[config.mk]
export PLATFORM = sky130hd
export DESIGN_NAME = sd_clock_divider_search_flat
export DESIGN_NICKNAME = d
export VERILOG_FILES = /design/src/hw/rtl/sdcd_pkg.sv /design/src/hw/rtl/sdcd_if.sv /design/src/hw/rtl/sd_clock_divider_search.sv /design/src/flat_wrapper.sv
export SDC_FILE = /design/constraint.sdc
export NUM_CORES = 1
export LEC_CHECK = 0
export ABC_CLOCK_PERIOD_IN_PS = 9000
export BUFFER_PORTS_ARGS = -buffer_cell sky130_fd_sc_hd__buf_2
export CORE_MARGIN = 2
export CORE_UTILIZATION = 45
export DETAILED_ROUTE_END_ITERATION = 10
export PLACE_DENSITY = 0.69
export SYNTH_ARGS = -nofsm -noshare
export SYNTH_HDL_FRONTEND = slang
export SYNTH_SLANG_ARGS = --single-unit
[constraint.sdc]
create_clock -name clk -period 9 [get_ports clk]
set_input_delay 1.8 -clock clk [delete_from_list [all_inputs] [get_ports clk]]
set_output_delay 1.8 -clock clk [all_outputs]
set_load 0.01 [all_outputs]
[src/hw/rtl/sdcd_pkg.sv]
// sdcd_pkg: shared constants for the sd clock divider search
// field widths, register reset value, control word layout
// no dependencies
`default_nettype none

package sdcd_pkg;

    localparam int TARGET_W = 32;
    localparam int REF_W    = 32;
    localparam int PCODE_W  = 8;
    localparam int DCODE_W  = 4;
    localparam int WORD_W   = 20;

    localparam int MAX_PRESCALE_DEF = 256;
    localparam int MAX_DIVISOR_DEF  = 16;

    localparam logic [REF_W-1:0] REF_CLOCK_RESET = 32'd200000000;

    localparam int BASE_SHIFT     = 4;
    localparam int TIMEOUT_W      = 4;
    localparam int TIMEOUT_SHIFT  = 16;
    localparam int PRESCALE_SHIFT = 8;
    localparam int DIVISOR_SHIFT  = 4;

    localparam logic [TIMEOUT_W-1:0] TIMEOUT_EXP = 4'd14;

endpackage

`default_nettype wire

[src/hw/rtl/sdcd_if.sv]
// sdcd_req_if, sdcd_rsp_if: valid/ready channels of the divider search
// depends on sdcd_pkg for field widths
`default_nettype none

interface sdcd_req_if;
    logic                          valid;
    logic                          ready;
    logic [sdcd_pkg::TARGET_W-1:0] target_hz;

    modport source (output valid, output target_hz, input ready);
    modport sink   (input valid, input target_hz, output ready);
endinterface

interface sdcd_rsp_if;
    logic                         valid;
    logic                         ready;
    logic [sdcd_pkg::PCODE_W-1:0] prescale_code;
    logic [sdcd_pkg::DCODE_W-1:0] divisor_code;
    logic [sdcd_pkg::WORD_W-1:0]  control_word;

    modport source (output valid, output prescale_code, output divisor_code,
                    output control_word, input ready);
    modport sink   (input valid, input prescale_code, input divisor_code,
                    input control_word, output ready);
endinterface

`default_nettype wire

[src/hw/rtl/sd_clock_divider_search.sv]
// sd_clock_divider_search: prescaler and divisor search, depends on sdcd_pkg and sdcd_if
// P prescaler doublings (up to log2 of the cap) through a shift,
// D divisor steps (up to the cap minus one) through one shared adder and compare
// the next item is taken only in idle, once the last result is loaded into the output register
// a result still waiting stalls the last divisor step until the output register frees
// reset clears control state and loads the reference clock reset value
`default_nettype none

module sd_clock_divider_search #(
    parameter int MAX_PRESCALE = sdcd_pkg::MAX_PRESCALE_DEF,
    parameter int MAX_DIVISOR  = sdcd_pkg::MAX_DIVISOR_DEF
) (
    input  wire logic                       clk,
    input  wire logic                       rst_n,
    input  wire logic                       cfg_we,
    input  wire logic [sdcd_pkg::REF_W-1:0] cfg_wdata,
    sdcd_req_if.sink                        req,
    sdcd_rsp_if.source                      rsp
);

    localparam int PRE_W = $clog2(MAX_PRESCALE) + 1;
    localparam int SH_W  = $clog2($clog2(MAX_PRESCALE) + 1);
    localparam int DIV_W = $clog2(MAX_DIVISOR + 1);
    localparam int T1_W  = sdcd_pkg::TARGET_W + 1;
    localparam int ACC_W = T1_W + DIV_W;

    typedef enum logic [1:0] {
        ST_IDLE,
        ST_PRE,
        ST_DIV
    } state_t;

    state_t                       state_reg, state_next;
    logic [sdcd_pkg::REF_W-1:0]   ref_reg, ref_next;
    logic [sdcd_pkg::REF_W-1:0]   rs_reg, rs_next;
    logic [T1_W-1:0]              t1_reg, t1_next;
    logic [SH_W-1:0]              sh_reg, sh_next;
    logic [DIV_W-1:0]             post_reg, post_next;
    logic [ACC_W-1:0]             acc_reg, acc_next;
    logic                         rsp_valid_reg, rsp_valid_next;
    logic [sdcd_pkg::PCODE_W-1:0] pcode_reg, pcode_next;
    logic [sdcd_pkg::DCODE_W-1:0] dcode_reg, dcode_next;

    logic [PRE_W-1:0] pre;
    logic             pre_go;
    logic             div_go;
    logic             slot_free;

    assign pre       = PRE_W'(1) << sh_reg;
    assign pre_go    = (T1_W'(rs_reg >> sdcd_pkg::BASE_SHIFT) >= t1_reg)
                       && (pre < PRE_W'(MAX_PRESCALE));
    assign div_go    = (ACC_W'(rs_reg) >= acc_reg) && (post_reg < DIV_W'(MAX_DIVISOR));
    assign slot_free = !rsp_valid_reg || rsp.ready;

    always_comb
    begin
        state_next     = state_reg;
        ref_next       = ref_reg;
        rs_next        = rs_reg;
        t1_next        = t1_reg;
        sh_next        = sh_reg;
        post_next      = post_reg;
        acc_next       = acc_reg;
        rsp_valid_next = rsp_valid_reg;
        pcode_next     = pcode_reg;
        dcode_next     = dcode_reg;

        if (rsp_valid_reg && rsp.ready)
        begin
            rsp_valid_next = 1'b0;
        end

        if (cfg_we)
        begin
            ref_next = cfg_wdata;
        end

        case (state_reg)
            ST_IDLE:
            begin
                if (req.valid)
                begin
                    rs_next    = ref_reg;
                    t1_next    = T1_W'(req.target_hz) + T1_W'(1);
                    sh_next    = '0;
                    state_next = ST_PRE;
                end
            end
            ST_PRE:
            begin
                if (pre_go)
                begin
                    rs_next = rs_reg >> 1;
                    sh_next = sh_reg + SH_W'(1);
                end
                else
                begin
                    post_next  = DIV_W'(1);
                    acc_next   = ACC_W'(t1_reg);
                    state_next = ST_DIV;
                end
            end
            ST_DIV:
            begin
                if (div_go)
                begin
                    post_next = post_reg + DIV_W'(1);
                    acc_next  = acc_reg + ACC_W'(t1_reg);
                end
                else if (slot_free)
                begin
                    rsp_valid_next = 1'b1;
                    pcode_next     = sdcd_pkg::PCODE_W'(pre >> 1);
                    dcode_next     = sdcd_pkg::DCODE_W'(post_reg - DIV_W'(1));
                    state_next     = ST_IDLE;
                end
            end
            default:
            begin
                state_next = ST_IDLE;
            end
        endcase
    end

    always_ff @(posedge clk or negedge rst_n)
    begin
        if (!rst_n)
        begin
            state_reg     <= ST_IDLE;
            ref_reg       <= sdcd_pkg::REF_CLOCK_RESET;
            rsp_valid_reg <= 1'b0;
        end
        else
        begin
            state_reg     <= state_next;
            ref_reg       <= ref_next;
            rsp_valid_reg <= rsp_valid_next;
        end
    end

    always_ff @(posedge clk)
    begin
        rs_reg    <= rs_next;
        t1_reg    <= t1_next;
        sh_reg    <= sh_next;
        post_reg  <= post_next;
        acc_reg   <= acc_next;
        pcode_reg <= pcode_next;
        dcode_reg <= dcode_next;
    end

    assign req.ready         = (state_reg == ST_IDLE);
    assign rsp.valid         = rsp_valid_reg;
    assign rsp.prescale_code = pcode_reg;
    assign rsp.divisor_code  = dcode_reg;
    assign rsp.control_word  =
        (sdcd_pkg::WORD_W'(sdcd_pkg::TIMEOUT_EXP) << sdcd_pkg::TIMEOUT_SHIFT)
        | (sdcd_pkg::WORD_W'(pcode_reg) << sdcd_pkg::PRESCALE_SHIFT)
        | (sdcd_pkg::WORD_W'(dcode_reg) << sdcd_pkg::DIVISOR_SHIFT);

    a_accept_starts: assert property (@(posedge clk) disable iff (!rst_n)
        req.valid && req.ready |=> state_reg == ST_PRE)
        else $error("accepted item did not start the prescaler search");

    a_pcode_pow2: assert property (@(posedge clk) disable iff (!rst_n)
        rsp.valid |-> $onehot0(rsp.prescale_code))
        else $error("prescale code is not a power of two");

    a_post_cap: assert property (@(posedge clk) disable iff (!rst_n)
        state_reg == ST_DIV |-> post_reg <= DIV_W'(MAX_DIVISOR) && post_reg != '0)
        else $error("divisor left its range");

    a_result_held: assert property (@(posedge clk) disable iff (!rst_n)
        rsp.valid && !rsp.ready |=> state_reg != ST_DIV || div_go || rsp.valid)
        else $error("stalled result dropped");

endmodule

`default_nettype wire
[src/flat_wrapper.sv]
// flat-port wrapper written by rule: the top's interface ports become plain ports
module sd_clock_divider_search_flat 
#(
    parameter int MAX_PRESCALE = sdcd_pkg::MAX_PRESCALE_DEF,
    parameter int MAX_DIVISOR  = sdcd_pkg::MAX_DIVISOR_DEF
)
  (clk, rst_n, cfg_we, cfg_wdata, req_valid, req_target_hz, req_ready, rsp_valid, rsp_prescale_code, rsp_divisor_code, rsp_control_word, rsp_ready);
  sdcd_req_if req_i ();
  sdcd_rsp_if rsp_i ();
  input  wire logic clk;
  input  wire logic rst_n;
  input  wire logic cfg_we;
  input  wire logic [sdcd_pkg::REF_W-1:0] cfg_wdata;
  input wire logic [$bits(req_i.valid)-1:0] req_valid;
  input wire logic [$bits(req_i.target_hz)-1:0] req_target_hz;
  output wire logic [$bits(req_i.ready)-1:0] req_ready;
  output wire logic [$bits(rsp_i.valid)-1:0] rsp_valid;
  output wire logic [$bits(rsp_i.prescale_code)-1:0] rsp_prescale_code;
  output wire logic [$bits(rsp_i.divisor_code)-1:0] rsp_divisor_code;
  output wire logic [$bits(rsp_i.control_word)-1:0] rsp_control_word;
  input wire logic [$bits(rsp_i.ready)-1:0] rsp_ready;
  assign req_i.valid = req_valid;
  assign req_i.target_hz = req_target_hz;
  assign req_ready = req_i.ready;
  assign rsp_valid = rsp_i.valid;
  assign rsp_prescale_code = rsp_i.prescale_code;
  assign rsp_divisor_code = rsp_i.divisor_code;
  assign rsp_control_word = rsp_i.control_word;
  assign rsp_i.ready = rsp_ready;
  sd_clock_divider_search #(.MAX_PRESCALE(MAX_PRESCALE), .MAX_DIVISOR(MAX_DIVISOR)) u_core (.clk(clk), .rst_n(rst_n), .cfg_we(cfg_we), .cfg_wdata(cfg_wdata), .req(req_i), .rsp(rsp_i));
endmodule
# --- Word-level counts from Yosys, hierarchy flattened ---
# Index checks and enable logic that the tools add are counted.
# Widths: inputs -> output; s select.
op_classes:
  reduce_logical: 13
  muxes: 21
  eq_ne: 8
  addsub: 5
  n_shift: 1
  n_lt_le_gt_ge: 4
  bitwise_logic: 2
ops:
  columns: ["cell", "count"]
  rows:
  - ["$mux 38", 2]
  - ["$pmux 38 s2", 1]
  - ["$mux 32", 2]
  - ["$pmux 32 s2", 1]
  - ["$add 38x33->38", 1]
  - ["$ge 32x38->1", 1]
  - ["$add 32x1->33 const B", 1]
  - ["$ge 28x33->1", 1]
  - ["$or 20x8->20", 1]
  - ["$mux 5", 2]
  - ["$pmux 5 s2", 1]
  - ["$lt 9x9->1 const B", 1]
  - ["$reduce_and 3->1", 3]
  - ["$shl 1x4->9 const A", 1]
  - ["$mux 2", 4]
  - ["$mux 4", 2]
  - ["$pmux 4 s2", 1]
  - ["$ne 2x1->1 const B", 3]
  - ["$ne 2x2->1 const B", 3]
  - ["$pmux 2 s3", 1]
  - ["$add 5x1->5 const B", 1]
  - ["$lt 5x5->1 const B", 1]
  - ["$add 4x1->4 const B", 1]
  - ["$mux 1", 4]
  - ["other kinds (11)", 14]
totals:
  wordCells: 64
  out_inout_bits: 34
  in_bits: 69
  regBits: 159

# --- Longest topological paths before layout ---
logic_depth:
  word_depth: 5
  mapped_depth: 10

# --- Least setup slack after synthesis ---
# No wires, ideal clock.
synth_path:
  path_kind: "input to register"
  from: "input port req_valid"
  to: "register u_core.rs_reg[0] in the netlist's numbering (enable)"
  setup_ns: 0.441
  path_buffers: 0
  arrival_time_ns: 3.647
  setup_slack_ns: 4.912
  cell_stages: 2
  path_cell_list: "inv_1 > a21oi_1"
synth_between:
  elab_chain_len: 2
synth_rtl:
  columns: ["element", "line_no", "source"]
  rows:
  - ["start: declaration", "flat_wrapper.sv:14", "input wire logic [$bits(req_i.valid)-1:0] req_valid;"]
  - ["$ne 2x2->1 (no line)", null, null]
  - ["$reduce_and 3->1 (no line)", null, null]
  - ["end signal: assignment", "sd_clock_divider_search.sv:143", "rs_reg <= rs_next;"]
  - ["end: declaration", "sd_clock_divider_search.sv:35", "logic [sdcd_pkg::REF_W-1:0] rs_reg, rs_next;"]
# No other way between the ends.
# A chain may end at the register's enable or synchronous reset.

# --- Final worst setup path ---
layout_path:
  from: "register u_core.state_reg[1]"
  to: "register u_core.rs_reg[7] in the netlist's numbering (enable)"
layout_between:
  elab_chain_len: 3
  word_cells_on_any_way: 6
layout_rtl:
  columns: ["element", "line_no", "source"]
  rows:
  - ["start: declaration", "sd_clock_divider_search.sv:33", "state_t state_reg, state_next;"]
  - ["start signal: assignment", "sd_clock_divider_search.sv:135", "state_reg <= state_next;"]
  - ["$eq 2x1->1 / $logic_not 2->1 (equally long branches)", "sd_clock_divider_search.sv:78", "case (state_reg)"]
  - ["$ne 2x1->1 (no line), or another cell as far along", null, null]
  - ["$reduce_and 3->1 (no line) *", null, null]
# Mark *: on every way between the ends. The rest lies on a longest branch, timed or not.

==> impl_metrics.py <==
metrics = {
    "outcome": {
        "status": "finished clean",
    },
    "critical_path": {
        "path_common_cell": "inv_1",
        "critPathCaptureType": "flop",
        "crit_family": "compound AO/OA/AOI/OAI gates",
        "path_buf_inv": 3,
        "crit_chain": "inv_1 -> ha_1 -> buf_4 -> inv_1 -> or3_1 -> a211oi_2 -> a21oi_1 -> a21oi_4",
        "rr_worst_depth": 8,
        "worst_ep_arrival_time_ps": 3550,
        "critPathMaxFanout": 36,
        "worstPathRequired_ps": 9040,
        "crit_type": "flop to flop",
        "cp_slowest_cell": "a21oi_4",
        "start_kind": "flop",
        "cp.depth": 8,
        "max_stage_delay_ps": 870,
    },
    "yosys": {
        "ys_types": 76,
        "yosysSeqAreaShare_pct": 43.8,
        "yosysTopAreaCell": "edfxtp_1",
        "yosys-top-cells-area": "edfxtp_1 35%, ha_1 12%, mux2_2 7.2%, dfrtp_1 5.5%, xnor2_1 3.7%",
        "synth_edf_count": 124,
        "syn_area_um2": 10500,
        "synth_ff_type": "edfxtp_1",
        "synthArstFlopShare_pct": 22.0,
        "avgSynthCellArea_um2": 10.9,
        "syn_inst": 971,
        "ys_warn_count": 0,
        "ys_ff_latch": 159,
        "netlist.area_leader.share_pct": 35.3,
    },
    "floorplanning": {
        "die_y_um": 157,
        "ioPinCount": 103,
        "start_util_pct": 46.1,
        "rows": 55,
        "core_area_um2": 22800,
        "die_w_um": 157,
        "dieArea_um2": 24700,
    },
    "drt": {
        "wire_per_inst_um": 17.3,
        "drc": 0,
        "drt_pre_antenna_iters": 5,
        "drt_wl_total_um": 23800,
        "viasPerCell": 5.42,
        "vias": 7450,
        "drtIter0Drc": 536,
        "ant_nets": 0,
    },
    "hold_path": {
        "hold_path_class": "flop to flop",
        "min_path_cells": 1,
    },
    "placed_design": {
        "io_buffers": 94,
        "pre_cts_ws_ps": 5160,
        "place_congestion": 0.961,
        "post-dp-hpwl_um": 18400,
    },
    "timing": {
        "relSlewSlack_pct": 24.2,
        "timing.final.crit_share_pct": 39.1,
        "skew_ps": 16.8,
        "setup_tns_ps": 0,
        "tightest_slew_ps": 1130,
        "fmax_mhz": 284,
        "setup_ws_ps": 5480,
        "holdWs_ps": 507,
        "rsz0062_at_grt": "false",
        "hold_viol": 0,
        "slew_violations": 0,
        "period_minus_slack_ps": 3520,
        "setup_viol": 0,
    },
    "power_and_ir_drop": {
        "p_leak_nw": 4.97,
        "power_per_cell_area_nw_per_um2": 354,
        "max-vdd-ir-drop_mv": 0.186,
        "finalPower_w": 0.00416,
    },
    "global_routing": {
        "grtUsageTotal_pct": 19.6,
        "antenna_found_initial": 1,
        "grt_max_degree": 63,
        "grt_pass1_vias": 7346,
        "grt_pass1_wl_um": 37200,
        "overflow": 0,
    },
    "clocking": {
        "cts_setup_buffers": 0,
        "cts_resized": 0,
        "cts_tree": "yes",
        "clock-sinks": 159,
        "hold_buffers": 0,
        "clockRootBuffer": "clkbuf_16",
        "cts_inserted_buffers": 17,
        "clk_latency_ps": 430,
        "clk_path_buf_depth": 2,
        "ctsHtreeMaxLevel": 4,
        "path_clk_slew_ps": 60,
    },
    "cells_and_area": {
        "fillerInstances": 2103,
        "largest_reg_flops": 38,
        "layout-drive-gt1-share_pct": 21.9,
        "fin_util_pct": 51.3,
        "nNetsFinal": 1220,
        "syn_to_final_growth_pct": 11.3,
    },
    "flow_run": {
        "max_cap_violations": 0,
    },
}
## final timing paths
check | start | end | slack [ps]
worst min register to register | u_core.ref_reg[1] | u_core.ref_reg[1] | 510
worst min-delay path | u_core.ref_reg[1] | u_core.ref_reg[1] | 510
worst max register to register | u_core.state_reg[1] | u_core.rs_reg[7] | 5480
min in group asynchronous | rst_n | u_core.ref_reg[30] | 1470
max in group asynchronous | rst_n | u_core.ref_reg[6] | 7000
worst max-delay path | u_core.state_reg[1] | u_core.rs_reg[7] | 5480
## per-layer routing
metal | vias up | wire length, µm | track usage, % | share of wire [%]
met2 | 188 | 12100 | 34.9 | 51
met1 | 3555 | 10100 | 24.0 | 43
met5 | - | 0 | 0 | 0
met3 | 35 | 936 | 3.14 | 3.9
li1 | 3672 | - | - | -
met4 | 0 | 612 | 7.14 | 2.6
## layout by cell type, fill, tap and decap left out, types with 4 or more instances in the layout
master and n:
inv_1 82, clkbuf_1 5, a31oi_1 6, nand2_1 62, nand4_1 23, nor2_1 46, xnor2_1 44, o211ai_1 7
o21a_1 6, a211oi_1 8, nor4_1 6, buf_2 94, nand2b_1 7, a21oi_1 57, and3_1 6, nor3_1 11
edfxtp_1 124, conb_1 8, dfstp_2 12, a21o_1 34, nand3_1 28, o21ai_0 33, clkbuf_16 19, dfrtp_1 23
and2_1 12, xor2_1 24, clkinv_2 4, mux2_2 67, ha_1 102, buf_4 4, a211oi_2 5, mux2i_1 9
nor2b_1 11
## cell families (layout without fill, tap and decap cells)
group,after synthesis,count (layout),share of synthesized area (%)
xor gates and xnor gates,68,68,5.65
and+or+nand+nor,241,241,12.1
buffers and inverters,129,212,5.66
DFF,159,159,43.8
other,2,9,0.0713
AOI/OAI and AO/OA,192,192,12.3
adders and majority gates,104,104,12.4
muxes,76,76,8.01
## final cells by class
class	instances	area (µm²)	area share (%)
Multi-Input combinational cell	689	5370	45.8
Sequential cell	159	4610	39.3
Timing Repair Buffer	98	500	4.27
Clock buffer	24	494	4.21
Tap cell	313	392	3.34
Inverter	82	308	2.62
Clock inverter	8	50.0	0.427
Antenna cell	1	2.50	0.0213
## report_power, final
part           switching (W)  total [W]  internal (W)
Combinational        0.00120    0.00207      0.000871
Sequential          0.000218    0.00141       0.00119
Clock               0.000291   0.000677      0.000386
Total                0.00171    0.00416       0.00245
## metrics by stage
| stage | area [µm²] | cells |
|---|---|---|
| after floorplan | 10600 | 977 |
| after global placement | 11200 | 1341 |
| after detailed placement | 11200 | 1341 |
| after CTS | 11700 | 1373 |
| after global routing | 11700 | 1374 |
| final | 11700 | 1374 |
## synthesized netlist by cell type (8+ instances only)
master and number:
a21oi_1 58, mux2i_1 9, inv_1 82, a211oi_1 8
dfrtp_1 23, mux2_2 67, dfstp_2 12, xor2_1 24
ha_1 103, nor2_1 47, and2_1 12, nor3_1 11
xnor2_1 44, clkbuf_1 14, edfxtp_1 124, o21ai_0 33
nand4_1 23, buf_4 23, a21o_1 34, nand3_1 28
nor2b_1 11, nand2_1 62
Power figures use the tool's default switching activity.
